<file path="src/hdl/rbpc_pkg.sv">
// shared types, status codes and helpers for the level present counter
package rbpc_pkg;

  localparam int LEVEL_BITS_DEFAULT = 16;
  localparam int MAX_LEVEL_W        = 16;
  localparam int COUNT_W            = 31;
  localparam int STATUS_W           = 4;
  localparam int CFG_ADDR_W         = 1;
  localparam int CFG_DATA_W         = 31;
  localparam int HDR_W              = 32;
  localparam int RUN_LEFT_W         = 36;

  // register indexes on the config port
  localparam logic [CFG_ADDR_W-1:0] REG_MAX_LEVEL    = 1'd0;
  localparam logic [CFG_ADDR_W-1:0] REG_TOTAL_VALUES = 1'd1;

  // status codes
  localparam logic [STATUS_W-1:0] ST_OK          = 4'd0;
  localparam logic [STATUS_W-1:0] ST_TRUNC_HDR   = 4'd1;
  localparam logic [STATUS_W-1:0] ST_HDR_LARGE   = 4'd2;
  localparam logic [STATUS_W-1:0] ST_BAD_RLE_LEN = 4'd3;
  localparam logic [STATUS_W-1:0] ST_TRUNC_RLE   = 4'd4;
  localparam logic [STATUS_W-1:0] ST_LEVEL_LARGE = 4'd5;
  localparam logic [STATUS_W-1:0] ST_ZERO_GROUPS = 4'd6;
  localparam logic [STATUS_W-1:0] ST_TRUNC_PACK  = 4'd7;
  localparam logic [STATUS_W-1:0] ST_TRAILING    = 4'd8;

  typedef struct packed {
    logic [COUNT_W-1:0]  hit_count;
    logic [STATUS_W-1:0] status;
  } rbpc_result_t;

  // what one byte of a bit-packed run yields
  typedef struct packed {
    logic [MAX_LEVEL_W-1:0] acc;
    logic [3:0]             present_n;
    logic [3:0]             used_n;
    logic                   bad;
  } rbpc_unpack_t;

  // width of the level bit counter for a given level width cap
  function automatic int cnt_width(input int lb);
    int lw;
    lw = (lb < MAX_LEVEL_W) ? lb : MAX_LEVEL_W;
    return $clog2(lw + 1);
  endfunction

  // bits needed to hold max_level, at least one
  function automatic logic [4:0] level_width(input logic [MAX_LEVEL_W-1:0] v);
    logic [4:0] w;
    w = 5'd0;
    for (int i = 0; i < MAX_LEVEL_W; i++) begin
      if (v[i]) begin
        w = 5'(i + 1);
      end
    end
    if (w == 5'd0) begin
      w = 5'd1;
    end
    return w;
  endfunction

endpackage

</file>
<file path="src/hdl/rbpc_unpack.sv">
// splits one byte of a bit-packed run into levels, lsb first
module rbpc_unpack #(
  parameter int LEVEL_BITS = rbpc_pkg::LEVEL_BITS_DEFAULT,
  localparam int CntW = rbpc_pkg::cnt_width(LEVEL_BITS)
) (
  input  logic [7:0]                          byte_i,
  input  logic [rbpc_pkg::MAX_LEVEL_W-1:0]    acc_i,
  input  logic [CntW-1:0]                     bits_i,
  input  logic [CntW-1:0]                     w_i,
  input  logic [rbpc_pkg::MAX_LEVEL_W-1:0]    max_level_i,
  input  logic [rbpc_pkg::COUNT_W-1:0]        vals_left_i,
  output logic [CntW-1:0]                     bits_o,
  output rbpc_pkg::rbpc_unpack_t              res_o
);
  import rbpc_pkg::*;

  logic [MAX_LEVEL_W-1:0] acc;
  logic [CntW-1:0]        bits;
  logic [3:0]             pres;
  logic [3:0]             used;
  logic [3:0]             cap;
  logic                   bad;

  always_comb begin
    acc  = acc_i;
    bits = bits_i;
    pres = 4'd0;
    used = 4'd0;
    bad  = 1'b0;
    // levels past the values still missing are padding
    cap  = (vals_left_i >= 31'd8) ? 4'd8 : vals_left_i[3:0];
    for (int i = 0; i < 8; i++) begin
      acc  = acc | (MAX_LEVEL_W'(byte_i[i]) << bits);
      bits = bits + 1'b1;
      if (bits >= w_i) begin
        if (used < cap) begin
          if (acc > max_level_i) begin
            bad = 1'b1;
          end else if (acc == max_level_i) begin
            pres = pres + 4'd1;
          end
          used = used + 4'd1;
        end
        acc  = '0;
        bits = '0;
      end
    end
    bits_o          = bits;
    res_o.acc       = acc;
    res_o.present_n = pres;
    res_o.used_n    = used;
    res_o.bad       = bad;
  end

endmodule

</file>
<file path="src/hdl/rbpc_core.sv">
// decoder state, config registers and per-byte update of the hybrid stream
module rbpc_core #(
  parameter int LEVEL_BITS = rbpc_pkg::LEVEL_BITS_DEFAULT
) (
  input  logic                              clk_i,
  input  logic                              rst_ni,
  input  logic                              cfg_we_i,
  input  logic [rbpc_pkg::CFG_ADDR_W-1:0]   cfg_addr_i,
  input  logic [rbpc_pkg::CFG_DATA_W-1:0]   cfg_wdata_i,
  input  logic                              step_i,
  input  logic [7:0]                        byte_i,
  input  logic                              has_i,
  input  logic                              last_i,
  output rbpc_pkg::rbpc_result_t            result_o
);
  import rbpc_pkg::*;

  localparam int CntW = cnt_width(LEVEL_BITS);

  localparam logic [1:0] PH_HEADER = 2'd0;
  localparam logic [1:0] PH_RLE    = 2'd1;
  localparam logic [1:0] PH_PACKED = 2'd2;

  // config
  logic [MAX_LEVEL_W-1:0] max_level_q;
  logic [COUNT_W-1:0]     total_q;
  logic [CntW-1:0]        w_q;
  logic [4:0]             w_raw;
  logic [CntW-1:0]        w_cap;

  // stream state
  logic [1:0]             phase_q, phase_d;
  logic [HDR_W-1:0]       hdr_acc_q, hdr_acc_d;
  logic [2:0]             hdr_cnt_q, hdr_cnt_d;
  logic [RUN_LEFT_W-1:0]  run_left_q, run_left_d;
  logic [COUNT_W-1:0]     run_len_q, run_len_d;
  logic [COUNT_W-1:0]     vals_left_q, vals_left_d;
  logic [MAX_LEVEL_W-1:0] lvl_acc_q, lvl_acc_d;
  logic                   lvl_hi_q, lvl_hi_d;
  logic [CntW-1:0]        lvl_bits_q, lvl_bits_d;
  logic [COUNT_W-1:0]     decoded_q, decoded_d;
  logic [COUNT_W-1:0]     present_q, present_d;
  logic [STATUS_W-1:0]    err_q, err_d;
  logic                   pend_q, pend_d;

  // combinational helpers
  logic [1:0]             nb;
  logic [4:0]             hdr_sh;
  logic [HDR_W-1:0]       hdr_new;
  logic [COUNT_W-1:0]     len;
  logic [COUNT_W-1:0]     remaining;
  logic [RUN_LEFT_W-1:0]  pack_bytes;
  logic [COUNT_W+2:0]     len8;
  logic [MAX_LEVEL_W-1:0] rle_lvl;
  logic                   rle_hi;
  logic                   add_en;
  logic [COUNT_W-1:0]     add_amt;
  logic [COUNT_W:0]       sat_sum;
  logic [COUNT_W-1:0]     present_sat;
  logic [CntW-1:0]        unp_bits;
  rbpc_unpack_t           unp;
  logic [STATUS_W-1:0]    fin_err;

  assign w_raw = level_width(cfg_wdata_i[MAX_LEVEL_W-1:0]);
  assign w_cap = (int'(w_raw) > LEVEL_BITS) ? CntW'(LEVEL_BITS) : CntW'(w_raw);

  always_ff @(posedge clk_i or negedge rst_ni) begin
    if (!rst_ni) begin
      max_level_q <= MAX_LEVEL_W'(1);
      total_q     <= '0;
      w_q         <= CntW'(1);
    end else if (cfg_we_i) begin
      case (cfg_addr_i)
        REG_MAX_LEVEL: begin
          max_level_q <= cfg_wdata_i[MAX_LEVEL_W-1:0];
          w_q         <= w_cap;
        end
        REG_TOTAL_VALUES: begin
          total_q <= cfg_wdata_i;
        end
        default: begin
        end
      endcase
    end
  end

  rbpc_unpack #(
    .LEVEL_BITS (LEVEL_BITS)
  ) u_unpack (
    .byte_i      (byte_i),
    .acc_i       (lvl_acc_q),
    .bits_i      (lvl_bits_q),
    .w_i         (w_q),
    .max_level_i (max_level_q),
    .vals_left_i (vals_left_q),
    .bits_o      (unp_bits),
    .res_o       (unp)
  );

  // bytes per rle value
  assign nb = (5'(w_q) > 5'd8) ? 2'd2 : 2'd1;

  assign hdr_sh    = 5'(hdr_cnt_q) * 5'd7;
  assign hdr_new   = hdr_acc_q | (HDR_W'(byte_i[6:0]) << hdr_sh);
  assign len       = hdr_new[HDR_W-1:1];
  assign remaining = (decoded_q < total_q) ? (total_q - decoded_q) : '0;
  assign pack_bytes = RUN_LEFT_W'(len) * RUN_LEFT_W'(w_q);
  assign len8      = {len, 3'b000};

  // rle value bytes are little endian; a width change mid run can push a byte high
  always_comb begin
    rle_lvl = lvl_acc_q;
    rle_hi  = lvl_hi_q;
    if (run_left_q[1:0] == nb) begin
      rle_lvl = lvl_acc_q | MAX_LEVEL_W'(byte_i);
    end else if (nb == 2'd2) begin
      rle_lvl = lvl_acc_q | {byte_i, 8'h00};
    end else begin
      rle_hi = lvl_hi_q | (byte_i != 8'h00);
    end
  end

  assign sat_sum     = {1'b0, present_q} + (COUNT_W + 1)'(add_amt);
  assign present_sat = sat_sum[COUNT_W] ? '1 : sat_sum[COUNT_W-1:0];

  always_comb begin
    phase_d     = phase_q;
    hdr_acc_d   = hdr_acc_q;
    hdr_cnt_d   = hdr_cnt_q;
    run_left_d  = run_left_q;
    run_len_d   = run_len_q;
    vals_left_d = vals_left_q;
    lvl_acc_d   = lvl_acc_q;
    lvl_hi_d    = lvl_hi_q;
    lvl_bits_d  = lvl_bits_q;
    decoded_d   = decoded_q;
    present_d   = present_q;
    err_d       = err_q;
    pend_d      = pend_q;
    add_en      = 1'b0;
    add_amt     = '0;
    fin_err     = err_q;

    if (step_i && has_i && (err_q == ST_OK)) begin
      case (phase_q)
        PH_HEADER: begin
          if ((hdr_cnt_q == 3'd0) && (decoded_q >= total_q)) begin
            err_d = ST_TRAILING;
          end else if (byte_i[7]) begin
            hdr_acc_d = hdr_new;
            hdr_cnt_d = hdr_cnt_q + 3'd1;
            if (hdr_cnt_q == 3'd4) begin
              err_d = ST_HDR_LARGE;
            end
          end else begin
            hdr_acc_d  = '0;
            hdr_cnt_d  = '0;
            lvl_acc_d  = '0;
            lvl_hi_d   = 1'b0;
            lvl_bits_d = '0;
            if (!hdr_new[0]) begin
              if ((len == '0) || (len > remaining)) begin
                err_d = ST_BAD_RLE_LEN;
              end else begin
                run_len_d  = len;
                run_left_d = RUN_LEFT_W'(nb);
                phase_d    = PH_RLE;
              end
            end else begin
              if (len == '0) begin
                err_d = ST_ZERO_GROUPS;
              end else begin
                run_left_d  = pack_bytes;
                vals_left_d = ((COUNT_W + 3)'(remaining) < len8) ?
                              remaining : len8[COUNT_W-1:0];
                pend_d      = 1'b0;
                phase_d     = PH_PACKED;
              end
            end
          end
        end
        PH_RLE: begin
          lvl_acc_d  = rle_lvl;
          lvl_hi_d   = rle_hi;
          run_left_d = run_left_q - RUN_LEFT_W'(1);
          if (run_left_q == RUN_LEFT_W'(1)) begin
            if (rle_hi || (rle_lvl > max_level_q)) begin
              err_d = ST_LEVEL_LARGE;
            end else begin
              add_en    = (rle_lvl == max_level_q);
              add_amt   = run_len_q;
              decoded_d = decoded_q + run_len_q;
              lvl_acc_d = '0;
              lvl_hi_d  = 1'b0;
              phase_d   = PH_HEADER;
            end
          end
        end
        PH_PACKED: begin
          lvl_acc_d   = unp.acc;
          lvl_bits_d  = unp_bits;
          add_en      = 1'b1;
          add_amt     = COUNT_W'(unp.present_n);
          decoded_d   = decoded_q + COUNT_W'(unp.used_n);
          vals_left_d = vals_left_q - COUNT_W'(unp.used_n);
          pend_d      = pend_q | unp.bad;
          run_left_d  = run_left_q - RUN_LEFT_W'(1);
          if (run_left_q == RUN_LEFT_W'(1)) begin
            if (pend_q || unp.bad) begin
              err_d = ST_LEVEL_LARGE;
            end else begin
              lvl_acc_d  = '0;
              lvl_bits_d = '0;
              phase_d    = PH_HEADER;
            end
          end
        end
        default: begin
          phase_d = PH_HEADER;
        end
      endcase
    end

    if (add_en) begin
      present_d = present_sat;
    end

    // end of page: close out open runs, then start over
    fin_err = err_d;
    if (err_d == ST_OK) begin
      case (phase_d)
        PH_HEADER: begin
          if ((hdr_cnt_d != 3'd0) || (decoded_d < total_q)) begin
            fin_err = ST_TRUNC_HDR;
          end
        end
        PH_RLE: begin
          fin_err = ST_TRUNC_RLE;
        end
        PH_PACKED: begin
          fin_err = ST_TRUNC_PACK;
        end
        default: begin
        end
      endcase
    end

    result_o.status    = fin_err;
    result_o.hit_count = (fin_err == ST_OK) ? present_d : '0;

    if (step_i && last_i) begin
      phase_d     = PH_HEADER;
      hdr_acc_d   = '0;
      hdr_cnt_d   = '0;
      run_left_d  = '0;
      run_len_d   = '0;
      vals_left_d = '0;
      lvl_acc_d   = '0;
      lvl_hi_d    = 1'b0;
      lvl_bits_d  = '0;
      decoded_d   = '0;
      present_d   = '0;
      err_d       = ST_OK;
      pend_d      = 1'b0;
    end
  end

  always_ff @(posedge clk_i or negedge rst_ni) begin
    if (!rst_ni) begin
      phase_q     <= PH_HEADER;
      hdr_acc_q   <= '0;
      hdr_cnt_q   <= '0;
      run_left_q  <= '0;
      run_len_q   <= '0;
      vals_left_q <= '0;
      lvl_acc_q   <= '0;
      lvl_hi_q    <= 1'b0;
      lvl_bits_q  <= '0;
      decoded_q   <= '0;
      present_q   <= '0;
      err_q       <= ST_OK;
      pend_q      <= 1'b0;
    end else begin
      phase_q     <= phase_d;
      hdr_acc_q   <= hdr_acc_d;
      hdr_cnt_q   <= hdr_cnt_d;
      run_left_q  <= run_left_d;
      run_len_q   <= run_len_d;
      vals_left_q <= vals_left_d;
      lvl_acc_q   <= lvl_acc_d;
      lvl_hi_q    <= lvl_hi_d;
      lvl_bits_q  <= lvl_bits_d;
      decoded_q   <= decoded_d;
      present_q   <= present_d;
      err_q       <= err_d;
      pend_q      <= pend_d;
    end
  end

endmodule

</file>
<file path="src/hdl/rle_bitpack_level_present_counter.sv">
// a result enters the output register as its last byte leaves the input register
// throughput: one payload byte per cycle while no last byte stalls; each byte passes
//   the input register, then the decode logic updates the stream state
// the input register keeps taking bytes while a result waits; only a last byte stalls
// reset is asynchronous: max_level returns to 1, total_values to 0, stream state clears
module rle_bitpack_level_present_counter #(
  parameter int LEVEL_BITS = rbpc_pkg::LEVEL_BITS_DEFAULT
) (
  input  logic                              clk_i,
  input  logic                              rst_ni,
  input  logic                              cfg_we_i,
  input  logic [rbpc_pkg::CFG_ADDR_W-1:0]   cfg_addr_i,
  input  logic [rbpc_pkg::CFG_DATA_W-1:0]   cfg_wdata_i,
  input  logic                              s_axis_tvalid,
  output logic                              s_axis_tready,
  input  logic [7:0]                        s_axis_tdata,  // data_byte
  input  logic                              s_axis_tuser,  // has_byte
  input  logic                              s_axis_tlast,
  output logic                              m_axis_tvalid,
  input  logic                              m_axis_tready,
  output logic [39:0]                       m_axis_tdata   // hit_count, status, zero pad
);
  import rbpc_pkg::*;

  logic         stg_valid_q, stg_valid_d;
  logic [7:0]   stg_byte_q;
  logic         stg_has_q;
  logic         stg_last_q;
  logic         stg_adv;
  logic         out_free;
  logic         s_fire;
  logic         out_valid_q, out_valid_d;
  rbpc_result_t out_q;
  rbpc_result_t core_res;

  assign out_free      = !out_valid_q || m_axis_tready;
  assign stg_adv       = stg_valid_q && (!stg_last_q || out_free);
  assign s_axis_tready = !stg_valid_q || stg_adv;
  assign s_fire        = s_axis_tvalid && s_axis_tready;
  assign stg_valid_d   = s_fire || (stg_valid_q && !stg_adv);
  assign out_valid_d   = (stg_adv && stg_last_q) || (out_valid_q && !m_axis_tready);

  always_ff @(posedge clk_i or negedge rst_ni) begin
    if (!rst_ni) begin
      stg_valid_q <= 1'b0;
      out_valid_q <= 1'b0;
    end else begin
      stg_valid_q <= stg_valid_d;
      out_valid_q <= out_valid_d;
    end
  end

  always_ff @(posedge clk_i) begin
    if (s_fire) begin
      stg_byte_q <= s_axis_tdata;
      stg_has_q  <= s_axis_tuser;
      stg_last_q <= s_axis_tlast;
    end
    if (stg_adv && stg_last_q) begin
      out_q <= core_res;
    end
  end

  rbpc_core #(
    .LEVEL_BITS (LEVEL_BITS)
  ) u_core (
    .clk_i       (clk_i),
    .rst_ni      (rst_ni),
    .cfg_we_i    (cfg_we_i),
    .cfg_addr_i  (cfg_addr_i),
    .cfg_wdata_i (cfg_wdata_i),
    .step_i      (stg_adv),
    .byte_i      (stg_byte_q),
    .has_i       (stg_has_q),
    .last_i      (stg_last_q),
    .result_o    (core_res)
  );

  assign m_axis_tvalid = out_valid_q;
  assign m_axis_tdata  = {5'b00000, out_q.status, out_q.hit_count};

`ifndef SYNTH
  a_err_count_zero: assert property (@(posedge clk_i) disable iff (!rst_ni)
    (out_valid_q && (out_q.status != ST_OK)) |-> (out_q.hit_count == '0))
    else $error("nonzero count reported with an error status");

  a_status_range: assert property (@(posedge clk_i) disable iff (!rst_ni)
    out_valid_q |-> (out_q.status <= ST_TRAILING))
    else $error("status code out of range");

  a_stall_cause: assert property (@(posedge clk_i) disable iff (!rst_ni)
    !s_axis_tready |-> (stg_valid_q && stg_last_q && out_valid_q && !m_axis_tready))
    else $error("input stalled without a blocked result");

  a_result_loaded: assert property (@(posedge clk_i) disable iff (!rst_ni)
    (stg_adv && stg_last_q) |=> out_valid_q)
    else $error("end of page did not produce a result");
`endif

endmodule
</file>
<file path="config.mk">
export PLATFORM = sky130hd
export DESIGN_NAME = rle_bitpack_level_present_counter
export DESIGN_NICKNAME = d
export VERILOG_FILES = /design/src/hdl/rbpc_pkg.sv /design/src/hdl/rbpc_unpack.sv /design/src/hdl/rbpc_core.sv /design/src/hdl/rle_bitpack_level_present_counter.sv
export SDC_FILE = /design/constraint.sdc
export NUM_CORES = 2
export LEC_CHECK = 0
export BUFFER_PORTS_ARGS = -buffer_cell sky130_fd_sc_hd__buf_2
export CORE_MARGIN = 4
export CORE_UTILIZATION = 30
export DETAILED_ROUTE_END_ITERATION = 7
export SLEW_MARGIN = 10
export SYNTH_ARGS = -nofsm -noshare
export SYNTH_HDL_FRONTEND = slang
export SYNTH_SLANG_ARGS = --single-unit
export TNS_END_PERCENT = 30
</file>
<file path="constraint.sdc">
create_clock -name clk_i -period 22.9 [get_ports clk_i]
set_input_delay 3.435 -clock clk_i [delete_from_list [all_inputs] [get_ports clk_i]]
set_output_delay 3.435 -clock clk_i [all_outputs]
set_load 0.05 [all_outputs]
</file>
==> impl_metrics.env <==
export IMPL_cpPeakStageDelay_ps=590
export IMPL_viasPerCell=5.725
export IMPL_outcome="finished, final reports clean"
export IMPL_cts_clk_slew_worst_paths_ps=60
export IMPL_arrival_ps=21960
export IMPL_insertion_delay_ps=620
export IMPL_hold_buffers=0
export IMPL_synth_most_common_cell="nor2_1"
export IMPL_drc_errors=0
export IMPL_wl_per_cell_um=22.07
export IMPL_maxSlewViolCount=0
export IMPL_async_flop_share=0.8607
export IMPL_grt_use_total=0.2103
export IMPL_design_portCount=89
export IMPL_startpoint_type="flop"
export IMPL_row_count=127
export IMPL_grt_max_degree=141
export IMPL_synth_seq_cells=323
export IMPL_wirelength_um=137700
export IMPL_drtIter0Drc=3539
export IMPL_grt_pass1_vias=34483
export IMPL_required_ps=23360
export IMPL_area_delta_synth_final_pct=11.07
export IMPL_setup_viol=0
export IMPL_critPathBufInv=10
export IMPL_final_layout_size_suffix_gt1_frac=0.08492
export IMPL_skew_ps=30.52
export IMPL_portBuffers=83
export IMPL_first_pass_iters=6
export IMPL_cts_sinks=323
export IMPL_critPathCaptureType="flop"
export IMPL_crit_family="simple AND/OR/NAND/NOR gates"
export IMPL_ys_top_cells_by_count="470 x nor2_1, 455 x ha_1, 420 x nand2_1"
export IMPL_yosys_warnings=0
export IMPL_syn_avg_cell_area_sq_um=8.034
export IMPL_coreArea_sq_um=120300
export IMPL_die_h_um=356.7
export IMPL_dr_total_vias=35728
export IMPL_slew_headroom=0.2348
export IMPL_clockBufferDepth=3
export IMPL_initial_utilization=0.3033
export IMPL_tightest_slew_ps=1145
export IMPL_gp_congestion=1.042
export IMPL_ys_seq_area_frac=0.2278
export IMPL_dp_hpwl_um=106500
export IMPL_crit_type="flop to flop"
export IMPL_synthTopCellsByArea="dfrtp_1 19%, ha_1 16%, fa_1 5.2%, nor2_1 4.8%, o21ai_0 4.6%"
export IMPL_critPathMaxFanout=31
export IMPL_fmax_mhz=46.52
export IMPL_synth_edff_count=45
export IMPL_drtAntennaViolNets=0
export IMPL_hold_class="flop to flop"
export IMPL_overflow=0
export IMPL_synth_top_area_cell="dfrtp_1"
export IMPL_finalHoldViolCount=0
export IMPL_cpMaxStageDelayCell="dfrtp_1"
export IMPL_period_share=0.9387
export IMPL_cts_max_level=2
export IMPL_antenna_found_initial=7
export IMPL_max_cap_viol_count=0
export IMPL_die_w_um=356.7
export IMPL_fin_util=0.3368
export IMPL_crit_top_cell="ha_1"
export IMPL_die_area_sq_um=127200
export IMPL_cts_buffers=45
export IMPL_nets=5188
export IMPL_synth_area_sq_um=36480
export IMPL_ys_flop_type="dfrtp_1"
export IMPL_grt_pass1_wl_um=209800
export IMPL_clock_root_buffer="clkbuf_16"
export IMPL_synthCells=4541
export IMPL_fin_crit_ps=21500
export IMPL_cts_tree="built"
export IMPL_synth_top_area_share=0.1893
export IMPL_synth_cell_types=104
routing by layer:
layer  up-vias  GRT usage  routed length [um]
met1     17404     0.2881               60650
met3       313    0.03752               11100
met2      1481     0.3305               60280
met4         2    0.07826                5685
li1      16528          -                   -
met5         -          0                  13
metrics by stage:
stage          setup TNS (ps)  worst slack [ps]  instance area [sq um]  hold slack (ps)  std cells
2_1_floorplan               0              2454                  36500            443.4       4545
3_3_place_gp                0             933.1                  38950            464.7       6154
3_5_place_dp                0             296.4                  38950            471.4       6154
4_1_cts                     0             233.7                  40440            482.6       6237
5_1_grt                -4.130            -4.130                  40520            500.6       6240
6_report                    0              1404                  40520            481.1       6241
cell type report:
| class | count | area (sq um) |
|---|---|---|
| clock inverter | 26 | 269.0 |
| timing repair buffer | 173 | 1114 |
| clock buffer | 57 | 1211 |
| multi-input combinational | 3718 | 26350 |
| fill | 12658 | 79770 |
| inverter | 331 | 1249 |
| antenna | 1 | 2.502 |
| tap | 1612 | 2017 |
| sequential | 323 | 8312 |
cell usage in the layout, fill, tap and decap left out, types with 34 or more instances in the layout:
master	synthesis	final
xnor2_1	93	92
o31ai_1	39	38
a21o_1	153	153
inv_1	326	325
nand4_1	80	80
nand2_1	420	420
o21ai_0	334	331
o21a_1	83	82
a21oi_1	277	276
buf_2	4	82
nor4_1	54	51
clkbuf_16	0	45
fa_1	94	94
o211ai_1	36	36
edfxtp_1	45	45
a31oi_1	51	51
nor2b_1	65	65
nand2b_1	65	65
buf_4	5	89
o22ai_1	53	53
dfrtp_1	276	275
a22oi_1	34	34
ha_1	455	454
nor3_1	109	108
xor2_1	57	56
and2_1	89	88
a211oi_1	34	34
nand3_1	97	96
nor2_1	470	469
mux2_2	62	62
worst reg2reg max path: cells and delay by family, from the launching register on:
| kind | cells | cell delay, ps |
|---|---|---|
| AO/OA/AOI/OAI | 30 | 5910 |
| XOR/XNOR | 3 | 1060 |
| adder cells (fa/ha/maj) | 12 | 3830 |
| buffers and inverters | 10 | 2060 |
| flip-flops | 1 | 590 |
| multiplexers | 3 | 1060 |
| AND/OR/NAND/NOR | 31 | 6880 |
flip-flops by register name (all words and copies together) (netlist names), 2 cells and up:
name	cells
u_core.hdr_acc_q	32
u_core.decoded_q	31
u_core.total_q	31
u_core.err_q	4
u_core.run_left_q	36
u_core.run_len_q	31
u_core.w_q	5
u_core.lvl_bits_q	5
u_core.hdr_cnt_q	3
u_core.present_q	31
u_core.phase_q	2
stg_byte_q	8
u_core.max_level_q	16
u_core.lvl_acc_q	16
u_core.vals_left_q	31
m_axis_tdata	35
logic make-up after synthesis:
kind of cell	count (synthesis)	synth area share
AOI/OAI and AO/OA	1339	0.2385
xor gates and xnor gates	152	0.03711
adders and majority gates	550	0.2079
buffers and inverters	504	0.05313
DFF	323	0.2278
muxes	89	0.02792
other	1	0.0001028
and+or+nand+nor	1583	0.2075
final timing paths:
kind	startpoint	end	slack [ps]	depth (start not counted)
max	u_core.lvl_bits_q[1]	m_axis_tdata[15]	1400	89
min	u_core.hdr_acc_q[22]	u_core.hdr_acc_q[22]	480	2
max reg2reg	u_core.lvl_bits_q[1]	m_axis_tdata[15]	1400	89
min reg2reg	u_core.hdr_acc_q[22]	u_core.hdr_acc_q[22]	480	2
max in group asynchronous	rst_ni	u_core.max_level_q[3]	18690	2
min in group asynchronous	rst_ni	u_core.run_left_q[18]	2790	1
repair_timing:
item / CTS / global route
endpoints found under the setup margin: 0 / 62
buffers inserted: 0 / 3
resized for setup: 0 / 14
Power is left out: the tool's default activity adds up to more than one toggle a clock period on the data nets, which glitch-free logic cannot reach.
